**src/rtl/lbp_pkg.sv**
```systemverilog
// Shared constants and types for the 3x3 local binary pattern stream unit.
// No dependencies; every other file of the block imports this package.
`default_nettype none

package lbp_pkg;

   localparam int MAX_WIDTH  = 2048;
   localparam int MAX_HEIGHT = 4096;

   localparam int PIXEL_W     = 8;
   localparam int CODE_W      = 8;
   localparam int ROW_W       = 12;
   localparam int COL_W       = 11;
   localparam int FW_W        = 12;
   localparam int FH_W        = 13;
   localparam int CSR_DATA_W  = 13;
   localparam int CSR_INDEX_W = 1;
   localparam int ADDR_W      = $clog2(MAX_WIDTH);

   localparam logic [CSR_INDEX_W-1:0] CSR_FRAME_WIDTH  = 1'b0;
   localparam logic [CSR_INDEX_W-1:0] CSR_FRAME_HEIGHT = 1'b1;

   localparam logic [FW_W-1:0] FRAME_WIDTH_RESET  = 12'd640;
   localparam logic [FH_W-1:0] FRAME_HEIGHT_RESET = 13'd480;
   localparam int              MIN_SIZE           = 3;

   typedef logic [PIXEL_W-1:0] pixel_type;
   typedef logic [ADDR_W-1:0]  addr_type;

   // Position of the center pixel that a request produces, and whether it does.
   typedef struct packed {
      logic             emit;
      logic [ROW_W-1:0] row;
      logic [COL_W-1:0] col;
      logic             last;
   } pos_type;

endpackage

`default_nettype wire

```
**src/rtl/lbp_ctrl.sv**
```systemverilog
// Frame size registers and raster position counters.
// Depends on lbp_pkg; produces the line buffer address and center position.
`default_nettype none

module lbp_ctrl (
   input  wire                           clock,
   input  wire                           reset,
   input  wire                           csr_write_en,
   input  wire [lbp_pkg::CSR_INDEX_W-1:0] csr_index,
   input  wire [lbp_pkg::CSR_DATA_W-1:0]  csr_data,
   input  wire                           accept,
   input  wire                           frame_start,
   output lbp_pkg::addr_type             addr,
   output lbp_pkg::pos_type              pos
);
   import lbp_pkg::*;

   logic [FW_W-1:0]  frame_width_ff,  frame_width_in;
   logic [FH_W-1:0]  frame_height_ff, frame_height_in;
   logic [ROW_W-1:0] row_count_ff,    row_count_in;
   logic [COL_W-1:0] col_count_ff,    col_count_in;

   logic [FW_W-1:0]  w_eff;
   logic [FH_W-1:0]  h_eff;
   logic [ROW_W-1:0] r;
   logic [COL_W-1:0] c;
   logic [FW_W-1:0]  col_next;
   logic [FH_W-1:0]  row_next;
   logic             col_end;
   logic             row_end;

   always_comb begin
      frame_width_in  = frame_width_ff;
      frame_height_in = frame_height_ff;
      if (csr_write_en) begin
         case (csr_index)
            CSR_FRAME_WIDTH:  frame_width_in  = csr_data[FW_W-1:0];
            CSR_FRAME_HEIGHT: frame_height_in = csr_data[FH_W-1:0];
            default: begin
               frame_width_in  = frame_width_ff;
               frame_height_in = frame_height_ff;
            end
         endcase
      end
   end

   // Out-of-range sizes are pinned to the supported range.
   always_comb begin
      if (frame_width_ff < FW_W'(MIN_SIZE)) begin
         w_eff = FW_W'(MIN_SIZE);
      end else if (frame_width_ff > FW_W'(MAX_WIDTH)) begin
         w_eff = FW_W'(MAX_WIDTH);
      end else begin
         w_eff = frame_width_ff;
      end
      if (frame_height_ff < FH_W'(MIN_SIZE)) begin
         h_eff = FH_W'(MIN_SIZE);
      end else if (frame_height_ff > FH_W'(MAX_HEIGHT)) begin
         h_eff = FH_W'(MAX_HEIGHT);
      end else begin
         h_eff = frame_height_ff;
      end
   end

   always_comb begin
      r        = frame_start ? '0 : row_count_ff;
      c        = frame_start ? '0 : col_count_ff;
      col_next = FW_W'(c) + FW_W'(1);
      row_next = FH_W'(r) + FH_W'(1);
      col_end  = (col_next >= w_eff);
      row_end  = (row_next >= h_eff);

      addr     = c[ADDR_W-1:0];
      pos.emit = (r >= ROW_W'(2)) && (c >= COL_W'(2));
      pos.row  = r - ROW_W'(1);
      pos.col  = c - COL_W'(1);
      pos.last = row_end && col_end;

      row_count_in = row_count_ff;
      col_count_in = col_count_ff;
      if (accept) begin
         if (col_end) begin
            col_count_in = '0;
            row_count_in = row_end ? '0 : row_next[ROW_W-1:0];
         end else begin
            col_count_in = col_next[COL_W-1:0];
            row_count_in = r;
         end
      end
   end

   always_ff @(posedge clock) begin
      if (reset) begin
         frame_width_ff  <= FRAME_WIDTH_RESET;
         frame_height_ff <= FRAME_HEIGHT_RESET;
         row_count_ff    <= '0;
         col_count_ff    <= '0;
      end else begin
         frame_width_ff  <= frame_width_in;
         frame_height_ff <= frame_height_in;
         row_count_ff    <= row_count_in;
         col_count_ff    <= col_count_in;
      end
   end

endmodule

`default_nettype wire

```
**config.mk**
```make
export PLATFORM = sky130hd
export DESIGN_NAME = lbp_ctrl
export DESIGN_NICKNAME = d
export VERILOG_FILES = /design/src/rtl/lbp_pkg.sv /design/src/rtl/lbp_ctrl.sv
export SDC_FILE = /design/constraint.sdc
export NUM_CORES = 1
export LEC_CHECK = 0
export ABC_CLOCK_PERIOD_IN_PS = 5400
export BUFFER_PORTS_ARGS = -buffer_cell sky130_fd_sc_hd__buf_4
export CORE_MARGIN = 2
export CORE_UTILIZATION = 26
export CTS_BUF_LIST = sky130_fd_sc_hd__clkbuf_4 sky130_fd_sc_hd__clkbuf_8
export CTS_CLUSTER_DIAMETER = 200
export DETAILED_ROUTE_END_ITERATION = 6
export PLACE_DENSITY = 0.42
export SYNTH_ARGS = -nofsm -noshare
export SYNTH_HDL_FRONTEND = slang
export SYNTH_SLANG_ARGS = --single-unit
export TNS_END_PERCENT = 10
```
**constraint.sdc**
```tcl
create_clock -name clock -period 5.4 [get_ports clock]
set_clock_uncertainty 0.2 [all_clocks]
set_input_delay 0.81 -clock clock [delete_from_list [all_inputs] [get_ports clock]]
set_output_delay 0.81 -clock clock [all_outputs]
set_load 0.01 [all_outputs]
```
# After elaboration in Yosys (flattened, before gate mapping)

Index checks and enable logic that the tools add are counted.

Register bits: 48
Bits of input ports: 19
Output and inout bits: 36
Word-level logic and storage cells: 30

Add/sub/neg operators: 4
Magnitude comparators: 8
Multiplexer cells: 9
Bitwise logic cells: 1
Reductions and logical operators: 4

Operators with widths:

| kind                                                                                  | count |
|---|---|
| 12-bit two-way mux                                                                    | 5 |
| 13-bit two-way mux                                                                    | 2 |
| 11-bit two-way mux                                                                    | 2 |
| 12-bit by 1-bit adder with 13-bit output (second input constant)                      | 1 |
| 13-bit greater-or-equal comparator                                                    | 1 |
| 13-bit > comparator (second input constant)                                           | 1 |
| 13-bit by 2-bit less-than comparator with 1-bit output (second input constant)        | 1 |
| 11-bit by 1-bit adder with 12-bit output (second input constant)                      | 1 |
| 12-bit greater-or-equal comparator                                                    | 1 |
| 12-bit by 2-bit greater-or-equal comparator with 1-bit output (second input constant) | 1 |
| 12-bit > comparator (second input constant)                                           | 1 |
| 12-bit by 2-bit less-than comparator with 1-bit output (second input constant)        | 1 |
| 12-bit by 1-bit subtractor with 12-bit output (second input constant)                 | 1 |
| 11-bit by 2-bit greater-or-equal comparator with 1-bit output (second input constant) | 1 |
| 11-bit by 1-bit subtractor with 11-bit output (second input constant)                 | 1 |
| 2-bit AND reduction                                                                   | 2 |
| 1-bit logical AND                                                                     | 2 |
| 1-bit NOT                                                                             | 1 |

# Longest topological paths before layout

Word-level depth: 6
Depth in mapped cells: 18
Gate-level depth less buffers: 16

# Worst setup path before layout

No wires, ideal clock.

Kind: input port to output port
From: input frame_start
To: output pos[0] (netlist bit)
Data arrival time: 3723 ps
Data required time: 4390 ps
Slack: 667 ps
Stages on the path: 16
Buffers on the path: 2
Cell sequence: clkbuf_1 > inv_1 > clkbuf_1 > nand2_1 > inv_1 > ha_1 > and3_1 > nand3_1 > nor3_1 > xnor2_1 > nor2_1 > ha_1 > nand4_1 > a2111oi_0 > o21ai_0 > a21oi_1

RTL lines:

| item        | RTL line       | text |
|---|---|---|
| from (decl) | lbp_ctrl.sv:12 | `input wire frame_start,` |
| to (decl)   | lbp_ctrl.sv:14 | `output lbp_pkg::pos_type pos` |

==> impl_metrics.env <==
export IMPL_antenna_found_initial=0
export IMPL_place_inst=691
export IMPL_post_cts_buffers=0
export IMPL_nets=572
export IMPL_period_needed_ps=4900
export IMPL_synthDistinctLibCells=46
export IMPL_die_height_um=120
export IMPL_post_drt_via_cell_ratio=4.82
export IMPL_path_class="input pin to primary output"
export IMPL_postRouteAntennaNets=0
export IMPL_io_buffers=54
export IMPL_slew_headroom=0.531
export IMPL_ys_warn_count=0
export IMPL_synth_top_area_cell="dfxtp_1"
export IMPL_switchingPower_uw=210
export IMPL_synth_nets=533
export IMPL_sequentialPowerShare=0.516
export IMPL_clock_sinks=48
export IMPL_dieWidth_um=120
export IMPL_critPathMaxFanout=8
export IMPL_hpwl_um=8100
export IMPL_async_reset_ff_frac=0
export IMPL_postCtsHoldBufs=0
export IMPL_gr_total_overflow=0
export IMPL_timing_critical_path_to="pos[0]"
export IMPL_reg2reg_from="row_count_ff[0]"
export IMPL_gp_congestion=0.865
export IMPL_instances_no_fill=699
export IMPL_crit_start="frame_start"
export IMPL_rrSetupSlack_ps=1500
export IMPL_root_buffer="clkbuf_8"
export IMPL_wire_per_inst_um=15.0
export IMPL_vdd_drop_max_mv=0.0890
export IMPL_powerDensity_nw_per_um2=175
export IMPL_yosysTopAreaCellShare=0.274
export IMPL_vias=3370
export IMPL_core_um2=13200
export IMPL_rsz0062_at_grt="no"
export IMPL_grt_pass1_wl_um=16800
export IMPL_dieArea_um2=14500
export IMPL_synth_seq_area_share=0.274
export IMPL_io_pins=55
export IMPL_avgSynthCellArea_um2=7.27
export IMPL_hold_class="flip-flop to flip-flop"
export IMPL_fmax_mhz=204
export IMPL_min_delay_start="frame_height_ff[2]"
export IMPL_synth_seq_cells=48
export IMPL_swShare=0.289
export IMPL_htreeDepth=2
export IMPL_cp_end_kind="primary output"
export IMPL_power_internal_uw=515
export IMPL_grt_pass1_vias=3232
export IMPL_clock_power_share=0.323
export IMPL_n_antenna_cell=0
export IMPL_routed_wirelength_um=10500
export IMPL_clk_latency_ps=320
export IMPL_setup_viol=0
export IMPL_ctsResizeCount=0
export IMPL_track_usage=0.146
export IMPL_first_pass_iters=4
export IMPL_drive_above_1_share=0.138
export IMPL_layout_common_cells="105 x nand2_1, 58 x buf_4, 48 x dfxtp_1, 45 x a21oi_1, 31 x ha_1"
export IMPL_hold_violations=0
export IMPL_cts_tree="built"
export IMPL_synth_ff_type="dfxtp_1"
export IMPL_cts_made_buffers=5
export IMPL_row_count=42
export IMPL_finalSetupTns_ps=0
export IMPL_mostFrequentLayoutCell="nand2_1"
export IMPL_first_iter_violations=158
export IMPL_synth_area_top_cells="dfxtp_1 27%, nand2_1 11%, ha_1 11%"
export IMPL_maxCapViolCount=0
export IMPL_status="completed"
export IMPL_rr_worst_depth=15
export IMPL_cts_clk_slew_worst_paths_ps=90
export IMPL_worstPathArrival_ps=3890
export IMPL_route_detailed_drc=0
export IMPL_p_leak_nw=1.83
export IMPL_start_kind="input pin"
export IMPL_grt_max_degree=37
export IMPL_synthesis_instances=483
export IMPL_area_growth_pct=18.1
export IMPL_syn_area_um2=3510
export IMPL_clockBufferDepth=2
export IMPL_start_util=0.265
export IMPL_combPwrFrac=0.161
export IMPL_timing_final_crit_share=0.907
export IMPL_r2r_end="row_count_ff[6]"
export IMPL_worst_ep_required_time_ps=4390
export IMPL_worst_pin_slew_ps=702
export IMPL_synth_edf_count=0
export IMPL_slew_viol_final=0
-- cell type report --
type                       count  area (um2)
clock buffer                   6        82.6
clock inverter                 2        10.0
sequential                    48         961
timing repair buffer          58         435
fill                        1498        9090
tap                          176         220
multi-input combinational    393        2380
inverter                      16        60.1
-- synth_stat cells (3+ instances only) --
cell type  instances
nand3_1           26
nand2_1          105
nor4_1             6
nand2b_1          17
a41o_1             3
o21ai_0           14
xnor2_1           18
xor2_1            12
nor2_1            29
inv_1             14
buf_1              4
nand4_1            5
and2_1             4
a22o_1             6
and3_1             7
nor3b_1            4
a21oi_1           45
or3_4              3
ha_1              31
nor2b_1           15
a211o_1            4
nor3_1            15
dfxtp_1           48
clkbuf_1          18
-- worst min path at each step --
stage,cells after the start,to,slack [ps]
final,2,frame_height_ff[2],280
after global placement,2,frame_width_ff[10],270
after detailed placement,2,frame_height_ff[1],270
after global routing,2,frame_height_ff[10],310
after CTS,2,frame_height_ff[1],280
after floorplan,2,frame_height_ff[1],250
-- registers in the layout, summed over array words and instances, names as in the netlist --
register         count
col_count_ff        11
frame_width_ff      12
frame_height_ff     13
row_count_ff        12
-- power by group through the flow --
stage | Sequential, mW | Clock, mW | Combinational, mW
2_1_floorplan | 0.379 | 0 | 0.0744
3_3_place_gp | 0.382 | 0 | 0.118
3_5_place_dp | 0.382 | 0 | 0.118
4_1_cts | 0.374 | 0.246 | 0.119
5_1_grt | 0.376 | 0.258 | 0.132
6_report | 0.374 | 0.234 | 0.117
-- per-stage QoR --
stage / instance area, um2 / utilization / hold WS, ps / total power, mW / worst slack [ps]
after floorplan: 3510 / - / 245 / 0.453 / 667
after global placement: 4060 / 0.306 / 267 / 0.500 / 611
after detailed placement: 4060 / 0.306 / 270 / 0.501 / 475
after CTS: 4150 / 0.313 / 284 / 0.738 / 461
after global routing: 4150 / 0.313 / 307 / 0.766 / 69.1
final: 4150 / 0.313 / 280 / 0.725 / 503
-- worst max-delay path, cell delays in order --
cell	delay, ps
buf_4	130
inv_1	190
nand2_1	160
inv_1	120
ha_1	180
and3_1	200
nand3_1	180
nor3_1	270
xnor2_1	150
nor2_1	80
ha_1	340
nand4_1	90
a2111oi_0	360
o21ai_0	230
a21oi_1	220
buf_4	150
-- cells by family (layout without fill, tap and decap cells) --
kind of cell / after synthesis / count (layout) / share of synthesized area
flip-flops: 48 / 48 / 0.274
XOR/XNOR: 30 / 30 / 0.0748
buffers and inverters: 42 / 82 / 0.0488
AO/OA/AOI/OAI: 89 / 89 / 0.155
AND/OR/NAND/NOR: 242 / 242 / 0.334
multiplexers: 1 / 1 / 0.00285
adder cells (fa/ha/maj): 31 / 31 / 0.110
-- layer usage --
layer,vias up,track usage,share of wire
met1,1550,0.208,0.52
li1,1739,-,-
met2,74,0.228,0.43
met4,0,0.0371,0.012
met3,7,0.0250,0.045
met5,-,0,0
Power figures use the tool's default switching activity.
