### config.mk
export PLATFORM = sky130hd
export DESIGN_NAME = lbp_window
export DESIGN_NICKNAME = d
export VERILOG_FILES = /design/src/rtl/lbp_pkg.sv /design/src/rtl/lbp_window.sv
export SDC_FILE = /design/constraint.sdc
export NUM_CORES = 1
export LEC_CHECK = 0
export CAP_MARGIN = 15
export CORE_ASPECT_RATIO = 0.5
export CORE_MARGIN = 5
export CORE_UTILIZATION = 55
export DETAILED_ROUTE_END_ITERATION = 12
export DONT_BUFFER_PORTS = 1
export PLACE_DENSITY = 0.7
export SKIP_LAST_GASP = 1
export SLEW_MARGIN = 40
export SYNTH_ARGS = -nofsm -noshare
export SYNTH_HDL_FRONTEND = slang
export SYNTH_SLANG_ARGS = --single-unit
### constraint.sdc
create_clock -name clock -period 6.2 [get_ports clock]
set_input_delay 0.31 -clock clock [delete_from_list [all_inputs] [get_ports clock]]
set_output_delay 0.31 -clock clock [all_outputs]
set_load 0.005 [all_outputs]
### src/rtl/lbp_pkg.sv
// Shared constants and types for the 3x3 local binary pattern stream unit.
// No dependencies; every other file of the block imports this package.
`default_nettype none

package lbp_pkg;

   localparam int MAX_WIDTH  = 2048;
   localparam int MAX_HEIGHT = 4096;

   localparam int PIXEL_W     = 8;
   localparam int CODE_W      = 8;
   localparam int ROW_W       = 12;
   localparam int COL_W       = 11;
   localparam int FW_W        = 12;
   localparam int FH_W        = 13;
   localparam int CSR_DATA_W  = 13;
   localparam int CSR_INDEX_W = 1;
   localparam int ADDR_W      = $clog2(MAX_WIDTH);

   localparam logic [CSR_INDEX_W-1:0] CSR_FRAME_WIDTH  = 1'b0;
   localparam logic [CSR_INDEX_W-1:0] CSR_FRAME_HEIGHT = 1'b1;

   localparam logic [FW_W-1:0] FRAME_WIDTH_RESET  = 12'd640;
   localparam logic [FH_W-1:0] FRAME_HEIGHT_RESET = 13'd480;
   localparam int              MIN_SIZE           = 3;

   typedef logic [PIXEL_W-1:0] pixel_type;
   typedef logic [ADDR_W-1:0]  addr_type;

   // Position of the center pixel that a request produces, and whether it does.
   typedef struct packed {
      logic             emit;
      logic [ROW_W-1:0] row;
      logic [COL_W-1:0] col;
      logic             last;
   } pos_type;

endpackage

`default_nettype wire

### src/rtl/lbp_window.sv
// 3x3 window, pattern compare and the response register.
// Depends on lbp_pkg; takes buffer reads from lbp_line_buf.
`default_nettype none

module lbp_window (
   input  wire                 clock,
   input  wire                 reset,
   input  wire                 accept,
   input  lbp_pkg::pixel_type  pixel,
   input  lbp_pkg::pos_type    pos,
   input  lbp_pkg::pixel_type  top,
   input  lbp_pkg::pixel_type  mid,
   output logic                in_ready,
   output logic                out_valid,
   input  wire                 out_ready,
   output logic [lbp_pkg::CODE_W-1:0] out_code,
   output logic [lbp_pkg::ROW_W-1:0]  out_row,
   output logic [lbp_pkg::COL_W-1:0]  out_col,
   output logic                       out_last
);
   import lbp_pkg::*;

   logic       s1_valid_ff, s1_valid_in;
   pixel_type  px_ff;
   pos_type    pos_ff;

   // Columns: index 0 is the left column, index 1 the middle one.
   pixel_type  win_ff [3][2];
   pixel_type  right [3];

   logic       rsp_valid_ff, rsp_valid_in;
   logic [CODE_W-1:0] code_ff, code_in;
   logic [ROW_W-1:0]  row_ff;
   logic [COL_W-1:0]  col_ff;
   logic              last_ff;

   logic       out_free;
   logic       s1_adv;
   pixel_type  ctr;

   assign out_free = !rsp_valid_ff || out_ready;
   assign s1_adv   = s1_valid_ff && (!pos_ff.emit || out_free);
   assign in_ready = !s1_valid_ff || s1_adv;

   always_comb begin
      right[0] = top;
      right[1] = mid;
      right[2] = px_ff;
      ctr      = win_ff[1][1];
      code_in[7] = win_ff[0][0] > ctr;
      code_in[6] = win_ff[0][1] > ctr;
      code_in[5] = right[0]     > ctr;
      code_in[4] = right[1]     > ctr;
      code_in[3] = right[2]     > ctr;
      code_in[2] = win_ff[2][1] > ctr;
      code_in[1] = win_ff[2][0] > ctr;
      code_in[0] = win_ff[1][0] > ctr;
   end

   always_comb begin
      s1_valid_in = s1_valid_ff;
      if (accept) begin
         s1_valid_in = 1'b1;
      end else if (s1_adv) begin
         s1_valid_in = 1'b0;
      end
      rsp_valid_in = rsp_valid_ff;
      if (s1_adv && pos_ff.emit) begin
         rsp_valid_in = 1'b1;
      end else if (out_ready) begin
         rsp_valid_in = 1'b0;
      end
   end

   always_ff @(posedge clock) begin
      if (accept) begin
         px_ff  <= pixel;
         pos_ff <= pos;
      end
      if (s1_adv && pos_ff.emit) begin
         code_ff <= code_in;
         row_ff  <= pos_ff.row;
         col_ff  <= pos_ff.col;
         last_ff <= pos_ff.last;
      end
   end

   always_ff @(posedge clock) begin
      if (reset) begin
         s1_valid_ff  <= 1'b0;
         rsp_valid_ff <= 1'b0;
         for (int i = 0; i < 3; i++) begin
            win_ff[i][0] <= '0;
            win_ff[i][1] <= '0;
         end
      end else begin
         s1_valid_ff  <= s1_valid_in;
         rsp_valid_ff <= rsp_valid_in;
         if (s1_adv) begin
            for (int i = 0; i < 3; i++) begin
               win_ff[i][0] <= win_ff[i][1];
               win_ff[i][1] <= right[i];
            end
         end
      end
   end

   assign out_valid = rsp_valid_ff;
   assign out_code  = code_ff;
   assign out_row   = row_ff;
   assign out_col   = col_ff;
   assign out_last  = last_ff;

endmodule

`default_nettype wire

# --- Word-level counts from Yosys, hierarchy flattened ---
# Memories as Yosys holds them, arrays and structs flattened.
# Index checks and enable logic that the tools add are counted.
# W data, S select, Z words.
totals:
  register_bits: 67
  latch_bits: 0
  ramBits: 48
  romBits: 0
  output_inout_bits: 34
  word_cells: 51
  n_memories: 1
memory_table:
  columns: ["name", "words", "width", "read_ports", "rd_ports_with_merged_regs", "write_ports", "line", "source"]
  rows:
  - ["win_ff", 3, 16, 3, 0, 3, "lbp_window.sv:28", "pixel_type win_ff [3][2];"]
op_classes:
  addsub: 0
  multipliers: 0
  div_mod_pow: 0
  n_lt_le_gt_ge: 8
  n_eq_ne: 0
  shift: 0
  n_mux: 15
  bitwise: 6
  reduce_logical: 10
ops:
  columns: ["operator", "count"]
  rows:
  - ["$gt A8 B8 Y1", 8]
  - ["$mux W8", 6]
  - ["$mux W1", 9]
  - ["$or A1 B1 Y1", 6]
  - ["$reduce_bool A2 Y1", 2]
  - ["$logic_not A1 Y1", 3]
  - ["$logic_or A1 B1 Y1", 3]
  - ["$logic_and A1 B1 Y1", 2]

# --- Depth between registers and ports, before layout ---
logic_depth:
  word_depth: 8
  ltp_mapped: 6
  ltp_nobuf: 6

# --- Least setup slack after synthesis ---
# OpenSTA, ideal clock, no wires.
synth_timing:
  path_type: "register to register"
  from: "reg rsp_valid_ff, in the netlist out_valid"
  to: "reg code_ff[0], in the netlist out_code[0], enable pin"
  arrival_ns: 1.807
  path_slack_ns: 3.972
  stages_incl_launch_ff: 3
  path_buffers: 0
  period_less_slack_ns: 2.228
  path_cell_list: "dfxtp_1 -> nor2b_4 -> nor2_1"
synth_via:
  elab_chain_cells: 5
synth_rtl:
  columns: ["element", "line", "source"]
  rows:
  - ["start, declared", "lbp_window.sv:31", "logic rsp_valid_ff, rsp_valid_in;"]
  - ["start signal, assigned", "lbp_window.sv:98", "rsp_valid_ff <= rsp_valid_in;"]
  - ["$logic_not A1 Y1", "lbp_window.sv:41", "assign out_free = !rsp_valid_ff || out_ready;"]
  - ["$logic_or A1 B1 Y1", "lbp_window.sv:41", null]
  - ["$logic_or A1 B1 Y1", "lbp_window.sv:42", "assign s1_adv = s1_valid_ff && (!pos_ff.emit || out_free);"]
  - ["$logic_and A1 B1 Y1", "lbp_window.sv:42", null]
  - ["$logic_and A1 B1 Y1", "lbp_window.sv:80", "if (s1_adv && pos_ff.emit) begin"]
  - ["end signal, assigned", "lbp_window.sv:81", "code_ff <= code_in;"]
  - ["end, declared", "lbp_window.sv:32", "logic [CODE_W-1:0] code_ff, code_in;"]
# No other way between the ends.
# A chain may end at the register's enable or synchronous reset.

==> impl_metrics.env <==
export IMPL_synth_top_family_by_area="adder cells"
export IMPL_worst_setup_path_type="reg -> reg"
export IMPL_yosys_area_share_simple=0.100
export IMPL_status="finished, final reports clean"
export IMPL_port_buffers=0
export IMPL_dieHeight_um=78.9
export IMPL_drc=0
export IMPL_h_tree_depth=4
export IMPL_core_region_area_um2=9350
export IMPL_synth_compound_area_frac=0.0684
export IMPL_mostFrequentLayoutCell="edfxtp_1"
export IMPL_wirelength_mm=10.6
export IMPL_worstPathArrival_ns=2.02
export IMPL_fin_ws_ns=4.32
export IMPL_place_gp_congestion=0.722
export IMPL_critPathLaunchType="register"
export IMPL_fin_nets=515
export IMPL_post_place_ws_ns=4.34
export IMPL_grt_start_max_net_pins=49
export IMPL_synth_cell_types=22
export IMPL_dp_hpwl_mm=6.70
export IMPL_insertion_delay_ns=0.41
export IMPL_numPlacedInstances=463
export IMPL_slew_viol_final=0
export IMPL_yosysTopAreaCell="edfxtp_1"
export IMPL_ys_seq_area_frac=0.658
export IMPL_fp_dieArea_um2=11600
export IMPL_crit_buf_inv=1
export IMPL_max_freq_mhz=532
export IMPL_worstMarginPinSlew_ns=0.634
export IMPL_final_cell_mix="113 x edfxtp_1, 64 x ha_1, 36 x and2_1, 36 x dlygate4sd3_1, 34 x a21oi_1"
export IMPL_synthMuxAreaShare=0
export IMPL_first_iter_violations=177
export IMPL_grt_util_all_layers=0.192
export IMPL_slowest_stage="inv_1"
export IMPL_first_pass_iters=4
export IMPL_fin_crit_sh=0.303
export IMPL_grt_pass1_wl_mm=16.3
export IMPL_ioPinCount=87
export IMPL_crit_family="compound AO/OA/AOI/OAI gates"
export IMPL_avgViaCountPerCell=5.69
export IMPL_cts_buffers=17
export IMPL_grt_pass1_vias=3239
export IMPL_post_route_min_period_ns=1.88
export IMPL_fp_dieW_um=148
export IMPL_fin_area_um2=6290
export IMPL_finalSetupTns_ns=0
export IMPL_dpl_cell_area_um2=5350
export IMPL_holdPathStages=2
export IMPL_ctsLongestPathBuffers=2
export IMPL_tritoncts="built"
export IMPL_yosysWarnings=0
export IMPL_cts_resized=0
export IMPL_maxSlewHeadroom=0.577
export IMPL_drive_gt1_frac=0.0925
export IMPL_cp_required_ns=6.35
export IMPL_yosys_top_cells_area="edfxtp_1 65%, ha_1 15%, and2_1 4.3%"
export IMPL_cp_max_fo=9
export IMPL_pwr_density_cell_nw_per_um2=317
export IMPL_row_count=25
export IMPL_p_leak_nw=2.40
export IMPL_reg2reg_depth=5
export IMPL_synth_nets=463
export IMPL_ant_nets=0
export IMPL_syn_inst=346
export IMPL_cts_root_buffer="clkbuf_16"
export IMPL_cap_viol_max_count=0
export IMPL_setup_viol=0
export IMPL_vias=3040
export IMPL_syn_cell_area_um2=5220
export IMPL_skew_ns=0.0108
export IMPL_syn2layout_area_growth_pct=20.6
export IMPL_antenna_found_initial=2
export IMPL_synth_xor_area_share=0
export IMPL_instances_no_fill=534
export IMPL_initial_core_util=0.558
export IMPL_post_synth_cell_area_avg_um2=15.1
export IMPL_cts_setup_buffers=0
export IMPL_hold_viol=0
export IMPL_ir_worst_vdd_mv=0.240
export IMPL_grt_setup_unrepaired="false"
export IMPL_slowest_delay_ns=0.41
export IMPL_crit_path_cell_trace="inv_1 -> ha_1 -> a21oi_1 -> o21ai_0 -> o22a_1"
export IMPL_grt_remaining_overflow=0
export IMPL_path_clk_slew_ns=0.06
export IMPL_hold_path_class="in -> reg"
export IMPL_cp_depth=5
export IMPL_synth_fa_ha_area_frac=0.154
export IMPL_yosysTopAreaCellShare=0.651
export IMPL_ys_ff_latch=115
export IMPL_cts_sinks=115
export IMPL_worst_setup_path_end_kind="register"
export IMPL_wl_per_cell_um=19.9
power by group:
part	switching (mW)	total, mW	internal (mW)
logic	0.0959	0.173	0.0766
clock network	0.368	0.891	0.523
registers	0.0211	0.932	0.911
total	0.485	2.00	1.51
stage by stage:
stage | hold WS [ns] | power (mW) | util
6_report | 0.0430 | 2.00 | 0.672
5_1_grt | 0.0414 | 2.08 | 0.672
4_1_cts | 0.00000955 | 2.00 | 0.668
3_5_place_dp | 0.385 | 1.09 | 0.572
3_3_place_gp | 0.381 | 1.08 | 0.570
2_1_floorplan | 0.400 | 1.05 | -
final timing paths:
path / start / endpoint / slack [ns]
setup / recovery: win_ff[0][23]$_SDFFCE_PN0P_ / out_code[6]$_DFFE_PP_ / 4.32
hold / removal: accept / s1_valid_ff$_SDFFE_PP0P_ / 0.04
setup reg to reg: win_ff[0][23]$_SDFFCE_PN0P_ / out_code[6]$_DFFE_PP_ / 4.32
hold reg to reg: pos_ff[2]$_DFFE_PP_ / out_col[1]$_DFFE_PP_ / 0.42
per-layer routing:
layer / routed length [µm] / vias to the layer above / global-route usage
met2: 5220 / 97 / 0.325
met4: 83 / 0 / 0.0539
met1: 4210 / 1485 / 0.212
met3: 1130 / 9 / 0.104
met5: 0 / - / 0
li1: - / 1449 / -
cell type report:
| type | count | area (µm²) |
|---|---|---|
| fillers | 661 | 3070 |
| clock buffers | 18 | 429 |
| inverters | 16 | 60.1 |
| repair buffers | 38 | 395 |
| flip-flops and latches | 115 | 3430 |
| clock inverters | 14 | 119 |
| diodes | 2 | 5.00 |
| multi-input cells | 210 | 1690 |
| well taps | 121 | 151 |
timing repair:
| item | CTS | global route |
|---|---|---|
| hold endpoints to repair | 41 | 26 |
| setup endpoints to repair | 0 | 0 |
| hold buffers | 35 | 2 |
Yosys cell counts:
master	number
nand2_1	9
edfxtp_1	113
nor3_1	12
nand2b_1	1
and2_1	36
nor2_1	2
o211ai_1	8
nor2b_1	8
a21oi_1	34
clkbuf_1	1
a21bo_4	1
inv_1	16
buf_6	3
buf_2	1
nor2b_4	1
o22a_1	8
nor2_8	1
nand4_1	16
nand3_1	1
o21ai_0	8
ha_1	64
dfxtp_1	2
sequential cells by signal, summed over array words and instances (netlist names):
| signal | cells |
|---|---|
| win_ff | 48 |
| pos_ff | 25 |
| out_row | 12 |
| out_col | 11 |
| out_code | 8 |
| px_ff | 8 |
| out_last | 1 |
| out_valid | 1 |
| s1_valid_ff | 1 |
kinds of logic after synthesis:
group,after synthesis
flip-flops,115
AND/OR/NAND/NOR,87
adder cells (fa/ha/maj),64
AO/OA/AOI/OAI,59
buffers and inverters,21
worst reg2reg max path: stages, from the launching register on:
cell and delay [ns]:
edfxtp_1 0.37, inv_1 0.41, ha_1 0.36, a21oi_1 0.15, o21ai_0 0.12, o22a_1 0.22
No activity file was read; power rests on OpenSTA's default activity.
